<file path="config.mk">
export PLATFORM = sky130hd
export DESIGN_NAME = best_fit_partition_sjf_dispatch
export DESIGN_NICKNAME = d
export VERILOG_FILES = /design/src/sv/bfpsd_pkg.sv /design/src/sv/bfpsd_scan.sv /design/src/sv/best_fit_partition_sjf_dispatch.sv
export SDC_FILE = /design/constraint.sdc
export NUM_CORES = 1
export LEC_CHECK = 0
export ABC_AREA = 1
export BUFFER_PORTS_ARGS = -buffer_cell sky130_fd_sc_hd__buf_2
export CAP_MARGIN = 20
export CELL_PAD_IN_SITES_DETAIL_PLACEMENT = 1
export CELL_PAD_IN_SITES_GLOBAL_PLACEMENT = 2
export CORE_MARGIN = 10
export CORE_UTILIZATION = 41
export CTS_CLUSTER_DIAMETER = 100
export CTS_CLUSTER_SIZE = 28
export DETAILED_ROUTE_END_ITERATION = 7
export MAX_ROUTING_LAYER = met4
export PLACE_DENSITY = 0.9
export SLEW_MARGIN = 0
export SYNTH_ARGS = -nofsm -noshare
export SYNTH_HDL_FRONTEND = slang
export SYNTH_SLANG_ARGS = --single-unit
</file>
<file path="constraint.sdc">
create_clock -name clock -period 4.3 [get_ports clock]
set_clock_uncertainty 0.15 [all_clocks]
set_input_delay 0 -clock clock [delete_from_list [all_inputs] [get_ports clock]]
set_output_delay 0 -clock clock [all_outputs]
set_load 0.02 [all_outputs]
</file>
<file path="src/sv/bfpsd_pkg.sv">
// Shared types and codes for the best-fit partition allocator with shortest-burst dispatch.
`timescale 1ns / 1ps

package bfpsd_pkg;

   // Configuration port geometry: eight capacity registers of 16 bits each.
   localparam int NUM_REGS    = 8;
   localparam int CSR_IDX_W   = 3;
   localparam int CSR_DATA_W  = 16;

   // Request opcodes.
   localparam logic OP_ALLOC    = 1'b0;
   localparam logic OP_DISPATCH = 1'b1;

   // Response status codes.
   localparam logic [1:0] STAT_GRANTED    = 2'd0;
   localparam logic [1:0] STAT_NOFIT      = 2'd1;
   localparam logic [1:0] STAT_DISPATCHED = 2'd2;
   localparam logic [1:0] STAT_EMPTY      = 2'd3;

   typedef struct packed {
      logic        opcode;
      logic [7:0]  job_id;
      logic [15:0] job_size;
      logic [15:0] burst_time;
   } req_type;

   typedef struct packed {
      logic [1:0]  status;
      logic [2:0]  partition;
      logic [7:0]  out_job;
      logic [15:0] out_burst;
      logic [15:0] leftover;
   } rsp_type;

   // Control from the sequencer to the running-minimum unit.
   typedef struct packed {
      logic clear;
      logic step;
   } scan_ctl_type;

endpackage

</file>
<file path="src/sv/bfpsd_scan.sv">
// Running-minimum tracker that keeps the best eligible candidate of a sequential scan.
`timescale 1ns / 1ps

module bfpsd_scan #(
   parameter int KEY_W = 16,
   parameter int IDX_W = 3,
   parameter int PAY_W = 8
) (
   input  logic                    clock,
   input  logic                    reset,
   input  bfpsd_pkg::scan_ctl_type ctl,
   input  logic                    cand_ok,
   input  logic [IDX_W-1:0]        cand_idx,
   input  logic [KEY_W-1:0]        cand_key,
   input  logic [PAY_W-1:0]        cand_pay,
   output logic                    found,
   output logic [IDX_W-1:0]        best_idx,
   output logic [KEY_W-1:0]        best_key,
   output logic [PAY_W-1:0]        best_pay
);

   logic             found_ff;
   logic [IDX_W-1:0] idx_ff;
   logic [KEY_W-1:0] key_ff;
   logic [PAY_W-1:0] pay_ff;
   logic             take_in;

   // A strictly smaller key replaces the best, so the first of equal keys wins.
   assign take_in = ctl.step && cand_ok && (!found_ff || (cand_key < key_ff));

   always_ff @(posedge clock) begin
      if (reset || ctl.clear) begin
         found_ff <= 1'b0;
      end else if (take_in) begin
         found_ff <= 1'b1;
      end
      if (take_in) begin
         idx_ff <= cand_idx;
         key_ff <= cand_key;
         pay_ff <= cand_pay;
      end
   end

   assign found    = found_ff;
   assign best_idx = idx_ff;
   assign best_key = key_ff;
   assign best_pay = pay_ff;

endmodule

</file>
<file path="src/sv/best_fit_partition_sjf_dispatch.sv">
// Top level of the best-fit fixed-partition allocator with shortest-burst dispatch.
`timescale 1ns / 1ps

// This block manages NUM_PARTS fixed memory partitions whose capacities are set through
// the csr_ write port (register i holds the capacity of partition i; zero makes the
// partition unusable, and writes to indexes at or above NUM_PARTS are dropped). An
// allocate transaction places its job in the smallest free partition that can hold it,
// taking the lowest index on ties, and answers granted with the leftover space or no fit;
// a refused job is not queued, so the requester retries. A dispatch transaction finds the
// resident job with the shortest burst time (lowest index on ties), frees its partition
// and returns the job and its burst, or reports that nothing is resident. From acceptance
// to a loaded response, the scan walks the job record memory and the capacity registers
// partition by partition through a single shared comparator, the last read settles into
// the comparator, and the result is committed. The next request can be accepted in the
// cycle after the commit. The block works on one request at a time; the response sits in
// an output register, so a new request is accepted while the previous response still
// waits to be taken, and a commit is held back only while that earlier response has not
// been taken yet. Capacities should be changed only while the block is idle. A resident
// job keeps its partition when that partition's capacity is rewritten.

module best_fit_partition_sjf_dispatch #(
   parameter int NUM_PARTS = 8,
   parameter int SIZE_BITS = 16
) (
   input  logic                                 clock,
   input  logic                                 reset,
   input  logic                                 req_valid,
   output logic                                 req_ready,
   input  bfpsd_pkg::req_type                   req_data,
   output logic                                 rsp_valid,
   input  logic                                 rsp_ready,
   output bfpsd_pkg::rsp_type                   rsp_data,
   input  logic                                 csr_we,
   input  logic [bfpsd_pkg::CSR_IDX_W-1:0]      csr_index,
   input  logic [bfpsd_pkg::CSR_DATA_W-1:0]     csr_wdata
);

   localparam int IDX_W = (NUM_PARTS > 1) ? $clog2(NUM_PARTS) : 1;
   localparam int CNT_W = $clog2(NUM_PARTS + 1);
   localparam int KEY_W = (SIZE_BITS > 16) ? SIZE_BITS : 16;
   localparam int CSR_CMP_W = bfpsd_pkg::CSR_IDX_W + 1;

   typedef enum logic [1:0] {
      S_IDLE,
      S_SCAN,
      S_LAST,
      S_DONE
   } state_type;

   // One record per partition: the job that lives there and its burst time.
   typedef struct packed {
      logic [7:0]  job;
      logic [15:0] burst;
   } rec_type;

   state_type               state_ff;
   logic [CNT_W-1:0]        cnt_ff;
   logic                    stg_vld_ff;
   logic [IDX_W-1:0]        stg_idx_ff;
   logic [NUM_PARTS-1:0]    busy_ff;
   bfpsd_pkg::req_type      req_ff;
   bfpsd_pkg::rsp_type      rsp_ff;
   logic                    rsp_valid_ff;
   logic [15:0]             size_ff [NUM_PARTS];

   rec_type                 mem [NUM_PARTS];
   rec_type                 rd_ff;
   logic [IDX_W-1:0]        rd_addr;
   logic                    mem_we;

   bfpsd_pkg::scan_ctl_type scan_ctl;
   logic                    cand_ok;
   logic [KEY_W-1:0]        cand_key;
   logic [7:0]              cand_pay;
   logic [KEY_W-1:0]        cap_key;
   logic [KEY_W-1:0]        need_key;
   logic                    best_found;
   logic [IDX_W-1:0]        best_idx;
   logic [KEY_W-1:0]        best_key;
   logic [7:0]              best_pay;

   logic                    accept;
   logic                    fire;
   logic                    is_alloc;
   bfpsd_pkg::rsp_type      rsp_in;

   assign req_ready = (state_ff == S_IDLE);
   assign accept    = req_valid && req_ready;
   assign fire      = (state_ff == S_DONE) && (!rsp_valid_ff || rsp_ready);
   assign is_alloc  = (req_ff.opcode == bfpsd_pkg::OP_ALLOC);

   // Capacity registers; only the low SIZE_BITS of a capacity take part in fitting.
   always_ff @(posedge clock) begin
      if (reset) begin
         for (int i = 0; i < NUM_PARTS; i++) begin
            size_ff[i] <= '0;
         end
      end else if (csr_we && ({1'b0, csr_index} < CSR_CMP_W'(NUM_PARTS))) begin
         size_ff[csr_index[IDX_W-1:0]] <= csr_wdata;
      end
   end

   // Job record memory: one write port for grants, one registered read port for the scan.
   assign rd_addr = cnt_ff[IDX_W-1:0];
   assign mem_we  = fire && is_alloc && best_found;

   always_ff @(posedge clock) begin
      if (mem_we) begin
         mem[best_idx] <= '{job: req_ff.job_id, burst: req_ff.burst_time};
      end
      rd_ff <= mem[rd_addr];
   end

   // The stage register lines up the capacity and busy bit of a partition with its
   // record as it comes out of the memory's registered read port.
   assign cap_key  = KEY_W'(SIZE_BITS'(size_ff[stg_idx_ff]));
   assign need_key = KEY_W'(SIZE_BITS'(req_ff.job_size));

   always_comb begin
      if (is_alloc) begin
         cand_ok  = !busy_ff[stg_idx_ff] && (cap_key != '0) && (cap_key >= need_key);
         cand_key = cap_key;
         cand_pay = req_ff.job_id;
      end else begin
         cand_ok  = busy_ff[stg_idx_ff];
         cand_key = KEY_W'(rd_ff.burst);
         cand_pay = rd_ff.job;
      end
   end

   assign scan_ctl.clear = accept;
   assign scan_ctl.step  = stg_vld_ff;

   bfpsd_scan #(
      .KEY_W(KEY_W),
      .IDX_W(IDX_W),
      .PAY_W(8)
   ) u_scan (
      .clock    (clock),
      .reset    (reset),
      .ctl      (scan_ctl),
      .cand_ok  (cand_ok),
      .cand_idx (stg_idx_ff),
      .cand_key (cand_key),
      .cand_pay (cand_pay),
      .found    (best_found),
      .best_idx (best_idx),
      .best_key (best_key),
      .best_pay (best_pay)
   );

   // Response contents once the scan has seen every partition.
   always_comb begin
      rsp_in = '0;
      if (is_alloc) begin
         if (best_found) begin
            rsp_in.status    = bfpsd_pkg::STAT_GRANTED;
            rsp_in.partition = 3'(best_idx);
            rsp_in.out_job   = req_ff.job_id;
            rsp_in.leftover  = 16'(best_key - need_key);
         end else begin
            rsp_in.status = bfpsd_pkg::STAT_NOFIT;
         end
      end else begin
         if (best_found) begin
            rsp_in.status    = bfpsd_pkg::STAT_DISPATCHED;
            rsp_in.partition = 3'(best_idx);
            rsp_in.out_job   = best_pay;
            rsp_in.out_burst = 16'(best_key);
         end else begin
            rsp_in.status = bfpsd_pkg::STAT_EMPTY;
         end
      end
   end

   // Sequencer: accept, walk all partitions, let the last read settle, then commit.
   always_ff @(posedge clock) begin
      if (reset) begin
         state_ff     <= S_IDLE;
         cnt_ff       <= '0;
         stg_vld_ff   <= 1'b0;
         busy_ff      <= '0;
         rsp_valid_ff <= 1'b0;
      end else begin
         if (rsp_valid_ff && rsp_ready && !fire) begin
            rsp_valid_ff <= 1'b0;
         end
         stg_vld_ff <= (state_ff == S_SCAN);
         stg_idx_ff <= cnt_ff[IDX_W-1:0];
         case (state_ff)
            S_IDLE: begin
               if (req_valid) begin
                  req_ff   <= req_data;
                  cnt_ff   <= '0;
                  state_ff <= S_SCAN;
               end
            end
            S_SCAN: begin
               cnt_ff <= cnt_ff + 1'b1;
               if (cnt_ff == CNT_W'(NUM_PARTS - 1)) begin
                  state_ff <= S_LAST;
               end
            end
            S_LAST: begin
               state_ff <= S_DONE;
            end
            S_DONE: begin
               if (!rsp_valid_ff || rsp_ready) begin
                  rsp_valid_ff <= 1'b1;
                  rsp_ff       <= rsp_in;
                  if (best_found) begin
                     busy_ff[best_idx] <= is_alloc;
                  end
                  state_ff <= S_IDLE;
               end
            end
            default: begin
               state_ff <= S_IDLE;
            end
         endcase
      end
   end

   assign rsp_valid = rsp_valid_ff;
   assign rsp_data  = rsp_ff;

endmodule

</file>
**Word level (Yosys, flattened, before mapping)**

Memory sizes are Yosys's and may differ from the RTL's. A register that Yosys moved wholly into a read port is not among the register bits.
Cells that the tools add are included.

- Reductions and logical operators: 29
- Bitwise gates (word level): 3
- Eq/ne operators: 7
- Muxes and demuxes: 33
- Order comparisons: 5
- Add/sub/neg operators: 2

Operator list:

| kind | number |
|---|---|
| 16-bit 2-to-1 mux | 2 |
| 27-bit 2-to-1 mux | 1 |
| 16-bit >= comparator | 1 |
| 16-bit < comparator | 1 |
| 1-bit 2-to-1 mux | 16 |
| 16-bit nonzero test | 1 |
| 16-bit OR reduction | 1 |
| 16-bit subtractor | 1 |
| 13-bit 2-to-1 mux | 1 |
| 3-bit AND reduction | 4 |
| 1-bit logical AND | 11 |
| 11-bit 2-to-1 mux | 1 |
| 8-bit bitwise mux | 1 |
| 3-bit by 4-bit < comparator with 1-bit output, second input constant | 2 |
| 8-bit 2-to-1 mux | 1 |
| 2-bit one-hot mux with 4 select lines | 1 |
| 4-bit one-hot mux with 2 select lines | 1 |
| 2-bit 2-to-1 mux | 3 |
| 3-bit 2-to-1 mux | 2 |
| 4-bit by 1-bit adder with 4-bit output, second input constant | 1 |
| 2-bit equality test, second input constant | 2 |
| 4-bit by 3-bit equality test with 1-bit output, second input constant | 1 |
| 1-bit logical NOT | 4 |
| 4-bit 2-to-1 mux | 1 |
| other kinds (12) | 18 |

- Memories kept: 2
- Word-level logic and storage cells: 100
- Bits of input ports: 65
- Register bits: 133
- RAM bits: 320

Memory list:

| name | depth | width | read ports | clocked after memory_dff | wr ports | RTL line | source |
|---|---|---|---|---|---|---|---|
| mem | 8 | 24 | 1 | 1 | 1 | best_fit_partition_sjf_dispatch.sv:66 | `rec_type mem [NUM_PARTS];` |
| size_ff | 8 | 16 | 1 | 1 | 8 | best_fit_partition_sjf_dispatch.sv:64 | `logic [15:0] size_ff [NUM_PARTS];` |

**Logic depth before layout (Yosys ltp)**

Gate-level depths: netlist (run 1).

- Word-level depth: 8
- Depth in mapped cells: 20
- Depth with buffers taken out: 19

**Modules after synthesis**

Synthesis (run 1) repeated with hierarchy kept, for this count alone.

- Cell total of the unflattened synthesis: 1936
- Area, all modules: 20601.0 um^2

Modules (own cells, without submodules):

| module | cells each | instances | area each (um^2) | seq. area each (um^2) |
|---|---|---|---|---|
| best_fit_partition_sjf_dispatch | 1838 | 1 | 19347.3 | 13142.6 |
| bfpsd_scan | 98 | 1 | 1253.7 | 830.8 |

**Worst setup path after synthesis (run 1)**

No wires, ideal clock.

- Kind: reg-to-reg
- Start: register (tool-made name)
- End: register u_scan.idx_ff[0] (netlist: u_scan.best_idx[0]) (enable)
- Data arrival time: 2787 ps
- Stages on the path, launching flop included: 17
- Slack: 969 ps
- Period minus slack after synthesis: 3331 ps
- Setup time: 393 ps
- Buffers on the path: 3
- Cell sequence: dfxtp_1 -> buf_6 -> inv_4 -> buf_6 -> buf_6 -> o21ai_0 -> o22ai_1 -> nand2_1 -> a31oi_1 -> ha_1 -> nand2_1 -> inv_1 -> nand3_1 -> a31oi_1 -> a2111oi_0 -> nand2_1 -> a21oi_2

RTL lines:

| what | RTL line | source |
|---|---|---|
| to (signal assigned) | bfpsd_scan.sv:38 | `idx_ff <= cand_idx;` |
| to (decl) | bfpsd_scan.sv:23 | `logic [IDX_W-1:0] idx_ff;` |

==> impl_metrics.json, run 1 <==
{
  "antenna_found_initial": 0,
  "grt_overflow": 0,
  "power_frac_seq": 0.550,
  "io_pins": 112,
  "setup_ws_ps": 315,
  "cts_setup_buffers": 0,
  "ys_seq_elements": 480,
  "drv_slew": 0,
  "p_sw_frac": 0.301,
  "combinationalPowerShare": 0.197,
  "grt_pass1_wl_um": 86500,
  "synth_area_leaders": "edfxtp_1 (65%), nor2_1 (9.4%), dfxtp_1 (4.4%)",
  "yosysTopAreaCellShare": 0.652,
  "synth_cells": 1782,
  "power_density_nw_per_um2": 443,
  "grt_util_met2": 0.354,
  "critical_path.endpoint_type": "flop",
  "drt_iter0_drc": 1002,
  "first_global_vias": 14900,
  "arrival_ps": 4110,
  "die_area_um2": 58200,
  "start_kind": "flop",
  "gr-usage-met3": 0.0225,
  "grt_max_degree": 65,
  "fin_crit_sh": 0.927,
  "yosys.cell_count.top_type": "nor2_1",
  "slew_headroom": 0.296,
  "netlist_top_cells_count": "nor2_1 (501), edfxtp_1 (436), nand2_1 (157)",
  "finalHoldViolations": 0,
  "status": "finished, final reports clean",
  "hold_path_class": "input pin to flop",
  "fill_cells": 5147,
  "synth.distinct_cells": 41,
  "syn_avg_cell_area_um2": 11.3,
  "leakage_nw": 8.63,
  "cts_tree": "built",
  "switchingPower_mw": 3.08,
  "syn_area_um2": 20100,
  "place_hpwl_um": 36500,
  "synth_area_leader_cell": "edfxtp_1",
  "clock_latency_ps": 580,
  "busiest_layer": "met2",
  "vias_per_cell": 5.35,
  "layout.nets": 2087,
  "row_count": 81,
  "ctsHtreeMaxLevel": 1,
  "dr_total_vias": 14000,
  "coreArea_um2": 48600,
  "initial_utilization": 0.413,
  "worstMarginPinSlew_ps": 1050,
  "die_w_um": 241,
  "worst-path-max-fanout": 17,
  "fmax_mhz": 251,
  "use_met1": 0.236,
  "ys_warn_count": 0,
  "syn-num-nets": 1899,
  "maxCapViolations": 0,
  "cts.sinks": 480,
  "fin_setup_tns_ps": 0,
  "gp_congestion": 0.873,
  "numPlacedInstances": 2463,
  "synthArstFlopShare": 0,
  "fin_cells": 2608,
  "min_period_ps": 3990,
  "worst-setup-path-type": "flop to flop",
  "cts_buffer_depth": 3,
  "wirelength_um": 56900,
  "area_growth_pct": 15.0,
  "setup_violations": 0,
  "yosysSeqAreaShare": 0.696,
  "crit_required_ps": 4420,
  "firstDrtPassIters": 6,
  "finalPower_mw": 10.2,
  "pre_cts_ws_ps": 322,
  "ys.flop_type": "edfxtp_1",
  "synth-edff-count": 436,
  "path_clk_slew_ps": 120,
  "grtUsageTotal": 0.199,
  "p_int_mw": 7.14,
  "drc_errors": 0,
  "diodes": 0,
  "rsz0062_at_grt": "false",
  "die_h_um": 241,
  "postRouteAntennaNets": 0,
  "io_buffer_count": 111,
  "cts_buffers": 22,
  "wire_per_inst_um": 21.8,
  "cts-root-buf": "clkbuf_16",
  "irDropWorstVdd_uv": 338,
  "drive_gt1_frac": 0.0957,
  "clkPwrFrac": 0.254
}
[timing repair]
item,in CTS,in global routing
gates resized for setup,0,0
hold buffers,105,0
endpoints found under the hold margin,197,0
[per-layer routing]
layer | vias to the layer above | wire length [um]
li1 | 6538 | -
met5 | - | 0
met1 | 7046 | 23800
met4 | 0 | 1370
met2 | 297 | 29700
met3 | 73 | 2040
[worst max-delay path, stage by stage (launching register included)]
cell and delay (ps):
dfxtp_1 850, inv_1 600, nand2_1 330, nand2_1 170, ha_1 330, nand2_1 70
inv_1 70, nand3_1 60, nor3_1 220, nand2_1 80, nand3_1 100, nand3_1 70
nand2_1 70, nand2_2 70, a21oi_2 160, buf_4 270
[cells by family after synthesis]
group | after synthesis | synth area share
flip-flops | 480 | 0.696
adder cells (fa/ha/maj) | 52 | 0.0328
AO/OA/AOI/OAI | 349 | 0.0940
buffers and inverters | 195 | 0.0412
XOR/XNOR | 1 | 0.000436
AND/OR/NAND/NOR | 705 | 0.136
[flip-flops by register name (all words and copies together), names as in the netlist, named ones only]
register and flops:
u_scan.best_pay 8, stg_idx_ff 3, busy_ff 8, u_scan.best_idx 3, rd_ff 24, mem 192, rsp_data 45, req_ff 25
u_scan.found 1, rsp_valid 1, u_scan.best_key 16, cnt_ff 4, size_ff 128, need_key 16, state_ff 2, stg_vld_ff 1
[layout make-up]
cell class,count,area (um2),share of cell area
repair buffers,243,1820,0.0789
well taps,622,778,0.0337
inverters,116,439,0.0190
clock inverters,7,98.8,0.00428
clock buffers,33,613,0.0266
flip-flops and latches,480,14000,0.606
multi-input cells,1107,5350,0.232
[stage by stage]
| stage | util | area (um2) | hold WS (ps) |
|---|---|---|---|
| after floorplan | - | 20100 | -51.1 |
| after global placement | 0.438 | 21300 | 26.1 |
| after detailed placement | 0.438 | 21300 | 28.3 |
| after CTS | 0.474 | 23100 | 27.9 |
| after global routing | 0.474 | 23100 | 74.7 |
| final | 0.474 | 23100 | 39.9 |
[power by group through the flow]
stage / Combinational [mW] / Sequential, mW / Clock [mW]
after floorplan: 1.30 / 5.65 / 0
after global placement: 1.85 / 5.70 / 0
after detailed placement: 1.93 / 5.72 / 0
after CTS: 2.02 / 5.62 / 2.63
after global routing: 2.26 / 5.65 / 2.79
final: 2.01 / 5.62 / 2.59
[final timing paths]
| check | startpoint | end | slack, ps | cells after the start |
|---|---|---|---|---|
| worst max-delay path | flop | u_scan.best_key[4]$_DFFE_PP_ | 310 | 15 |
| worst min-delay path | csr_we | size_ff[6][11]$_SDFFCE_PN0P_ | 40 | 6 |
| worst max register to register | flop | u_scan.best_key[4]$_DFFE_PP_ | 310 | 15 |
| worst min register to register | cnt_ff[2]$_SDFFE_PP0P_ | stg_idx_ff[2]$_DFFE_PN_ | 340 | 0 |
[cells in the final DEF, fill, tap and decap left out, drive strengths merged, types with 4 or more instances in the layout]
cell         count
a31oi           40
clkinv           4
clkbuf          33
a21oi           53
nand3           24
o22ai           30
edfxtp         436
nand2          158
dfxtp           44
nor2           501
ha              51
nor3            15
o21ai          211
a211oi           5
dlygate4sd3    105
inv            118
buf            138
No activity file was read; power rests on OpenSTA's default activity.
==> inputs of run 2 (changes only) <==
--- a/config.mk
+++ b/config.mk
@@ -5,18 +5,17 @@
 export SDC_FILE = /design/constraint.sdc
 export NUM_CORES = 1
 export LEC_CHECK = 0
-export ABC_AREA = 1
 export BUFFER_PORTS_ARGS = -buffer_cell sky130_fd_sc_hd__buf_2
 export CAP_MARGIN = 20
 export CELL_PAD_IN_SITES_DETAIL_PLACEMENT = 1
 export CELL_PAD_IN_SITES_GLOBAL_PLACEMENT = 2
 export CORE_MARGIN = 10
-export CORE_UTILIZATION = 41
+export CORE_UTILIZATION = 46
 export CTS_CLUSTER_DIAMETER = 100
 export CTS_CLUSTER_SIZE = 28
 export DETAILED_ROUTE_END_ITERATION = 7
 export MAX_ROUTING_LAYER = met4
-export PLACE_DENSITY = 0.9
+export PLACE_DENSITY = 0.91
 export SLEW_MARGIN = 0
 export SYNTH_ARGS = -nofsm -noshare
 export SYNTH_HDL_FRONTEND = slang
==> impl_metrics.json, run 2 <==
{
  "status": "finished, final reports clean",
  "arrival_ps": 4270,
  "first_global_vias": 12000,
  "setup_ws_ps": 188,
  "die_w_um": 228,
  "rsz0062_at_grt": "false",
  "synth.distinct_cells": 51,
  "cts.sinks": 480,
  "layout.nets": 1510,
  "leakage_nw": 8.18,
  "worst-setup-path-type": "flop to flop",
  "cts_tree": "built",
  "netlist_top_cells_count": "edfxtp_1 (436), and2_1 (131), mux4_2 (77)",
  "grt_pass1_wl_um": 74700,
  "setup_violations": 0,
  "grt_max_degree": 55,
  "synth_cells": 1180,
  "cts-root-buf": "clkbuf_16",
  "fin_crit_sh": 0.956,
  "cts_resized": 0,
  "die_h_um": 228,
  "finalHoldViolations": 0,
  "cts_setup_buffers": 0,
  "synthArstFlopShare": 0,
  "io_buffer_count": 111,
  "initial_utilization": 0.464,
  "yosysTopAreaCellShare": 0.657,
  "regArea_um2": 14000,
  "drc_errors": 0,
  "syn_area_um2": 19900,
  "vias_per_cell": 5.49,
  "start_kind": "flop",
  "syn-num-nets": 1297,
  "ys_warn_count": 0,
  "min_period_ps": 4110,
  "io_pins": 112,
  "r2r_slack_ps": 190,
  "cts_hold_buf": 92,
  "reg2reg_to": "u_scan.best_pay[7]$_DFFE_PP_",
  "ys_seq_elements": 480,
  "fmax_mhz": 243,
  "largest-register": "mem",
  "multiInputGateArea_um2": 5750,
  "cts_buffers": 21,
  "irDropWorstVdd_uv": 278,
  "drive_gt1_frac": 0.239,
  "hold_path_class": "input pin to flop",
  "wire_per_inst_um": 24.6,
  "fill_cells": 4092,
  "drt_iter0_drc": 858,
  "critical_path.endpoint_type": "flop",
  "yosysSeqAreaShare": 0.701,
  "firstDrtPassIters": 5,
  "reg2reg_depth": 11,
  "slew_headroom": 0.256,
  "row_count": 76,
  "ctsHtreeMaxLevel": 1,
  "grtUsageTotal": 0.190,
  "die_area_um2": 52100,
  "pre_cts_ws_ps": 209,
  "worst-path-max-fanout": 21,
  "fin_setup_tns_ps": 0,
  "grt_overflow": 0,
  "synth_area_leader_cell": "edfxtp_1",
  "antenna_found_initial": 2,
  "gp_congestion": 0.798,
  "power_density_nw_per_um2": 416,
  "synth_area_leaders": "edfxtp_1 (66%), mux4_2 (8.7%), dfxtp_1 (4.4%)",
  "maxCapViolations": 0,
  "syn_avg_cell_area_um2": 16.9,
  "crit_required_ps": 4460,
  "coreArea_um2": 43000,
  "largest_reg_flops": 192,
  "postRouteAntennaNets": 0,
  "drv_slew": 0,
  "synth-edff-count": 436,
  "dr_total_vias": 11000,
  "cts_buffer_depth": 3,
  "place_hpwl_um": 31900,
  "path_clk_slew_ps": 110,
  "area_growth_pct": 15.7,
  "worstMarginPinSlew_ps": 1120,
  "crit_end": "u_scan.best_pay[7]$_DFFE_PP_",
  "final_cell_mix": "edfxtp_1 (436), and2_1 (131), buf_2 (111), dlygate4sd3_1 (92), mux4_2 (77)",
  "yosys.cell_count.top_type": "edfxtp_1",
  "final_common_cell": "edfxtp_1",
  "ys.flop_type": "edfxtp_1",
  "wirelength_um": 49000,
  "clock_latency_ps": 560
}
run 2: cell count changes after synthesis, sizes merged, moves of 20 or more:
cell	delta
mux4	+82
and2	+130
nand2	-117
o22ai	-30
mux2	+60
a21oi	-24
o21ai	-191
and3	+20
a31oi	-38
nor2	-453
inv	-77
run 2: layout make-up:
class                      count  area share
sequential                   480       0.606
multi-input combinational    614       0.249
timing repair buffer         237      0.0797
tap                          585      0.0317
clock buffer                  33      0.0249
inverter                      39     0.00635
clock inverter                 5     0.00168
antenna                        2    0.000217
run 2: per-layer routing:
layer / track usage / vias to the layer above / routed length (um)
li1: - / 4942 / -
met1: 0.235 / 5698 / 20800
met2: 0.331 / 265 / 25300
met3: 0.0231 / 51 / 1960
met4: 0.0435 / 0 / 942
met5: - / - / 0
run 2: kinds of logic (layout without fill, tap and decap cells):
family / after synthesis / count (layout) / synth area share
other cells: 0 / 2 / 0
xor+xnor: 9 / 9 / 0.00395
mux: 144 / 144 / 0.128
buf+inv: 86 / 314 / 0.0169
flops: 480 / 480 / 0.701
compound gates: 89 / 89 / 0.0278
simple gates: 320 / 320 / 0.0892
fa+ha+maj: 52 / 52 / 0.0330
run 2: where the power goes:
| part | switching, mW | leakage, nW | internal, mW |
|---|---|---|---|
| Clock | 1.40 | 0.294 | 0.952 |
| Combinational | 0.874 | 3.45 | 0.770 |
| Sequential | 0.198 | 4.44 | 5.39 |
run 2: critical path, cell delays in order (launching register included):
cell	delay [ps]
dfxtp_1	440
buf_4	400
mux4_1	630
mux2_2	320
ha_1	310
a21o_1	170
a2111oi_0	650
nor4_1	120
nor3_2	180
o21ai_1	100
and3_1	160
buf_4	210
run 2: worst min path at each step:
stage	end	from	cells past startpoint	slack (ps)
after floorplan	need_key[0]$_DFFE_PP_	req_data[16]	0	-50
after global placement	req_ff[36]$_DFFE_PP_	req_data[36]	1	30
after detailed placement	need_key[6]$_DFFE_PP_	req_data[22]	1	30
after CTS	need_key[8]$_DFFE_PP_	req_data[24]	2	0.04
after global routing	req_ff[39]$_DFFE_PP_	req_data[39]	2	5
final	size_ff[1][3]$_SDFFCE_PN0P_	csr_we	3	9
run 2: metrics by stage:
stage	util	instance area [um2]	power, mW	hold WS (ps)	instances
after global routing	0.537	23100	9.97	4.99	1995
after global placement	0.497	21400	7.15	27.3	1856
after CTS	0.534	23000	9.60	0.0436	1988
after floorplan	-	19900	6.69	-51.1	1180
after detailed placement	0.498	21400	7.23	28.9	1858
final	0.537	23100	9.58	8.90	1995
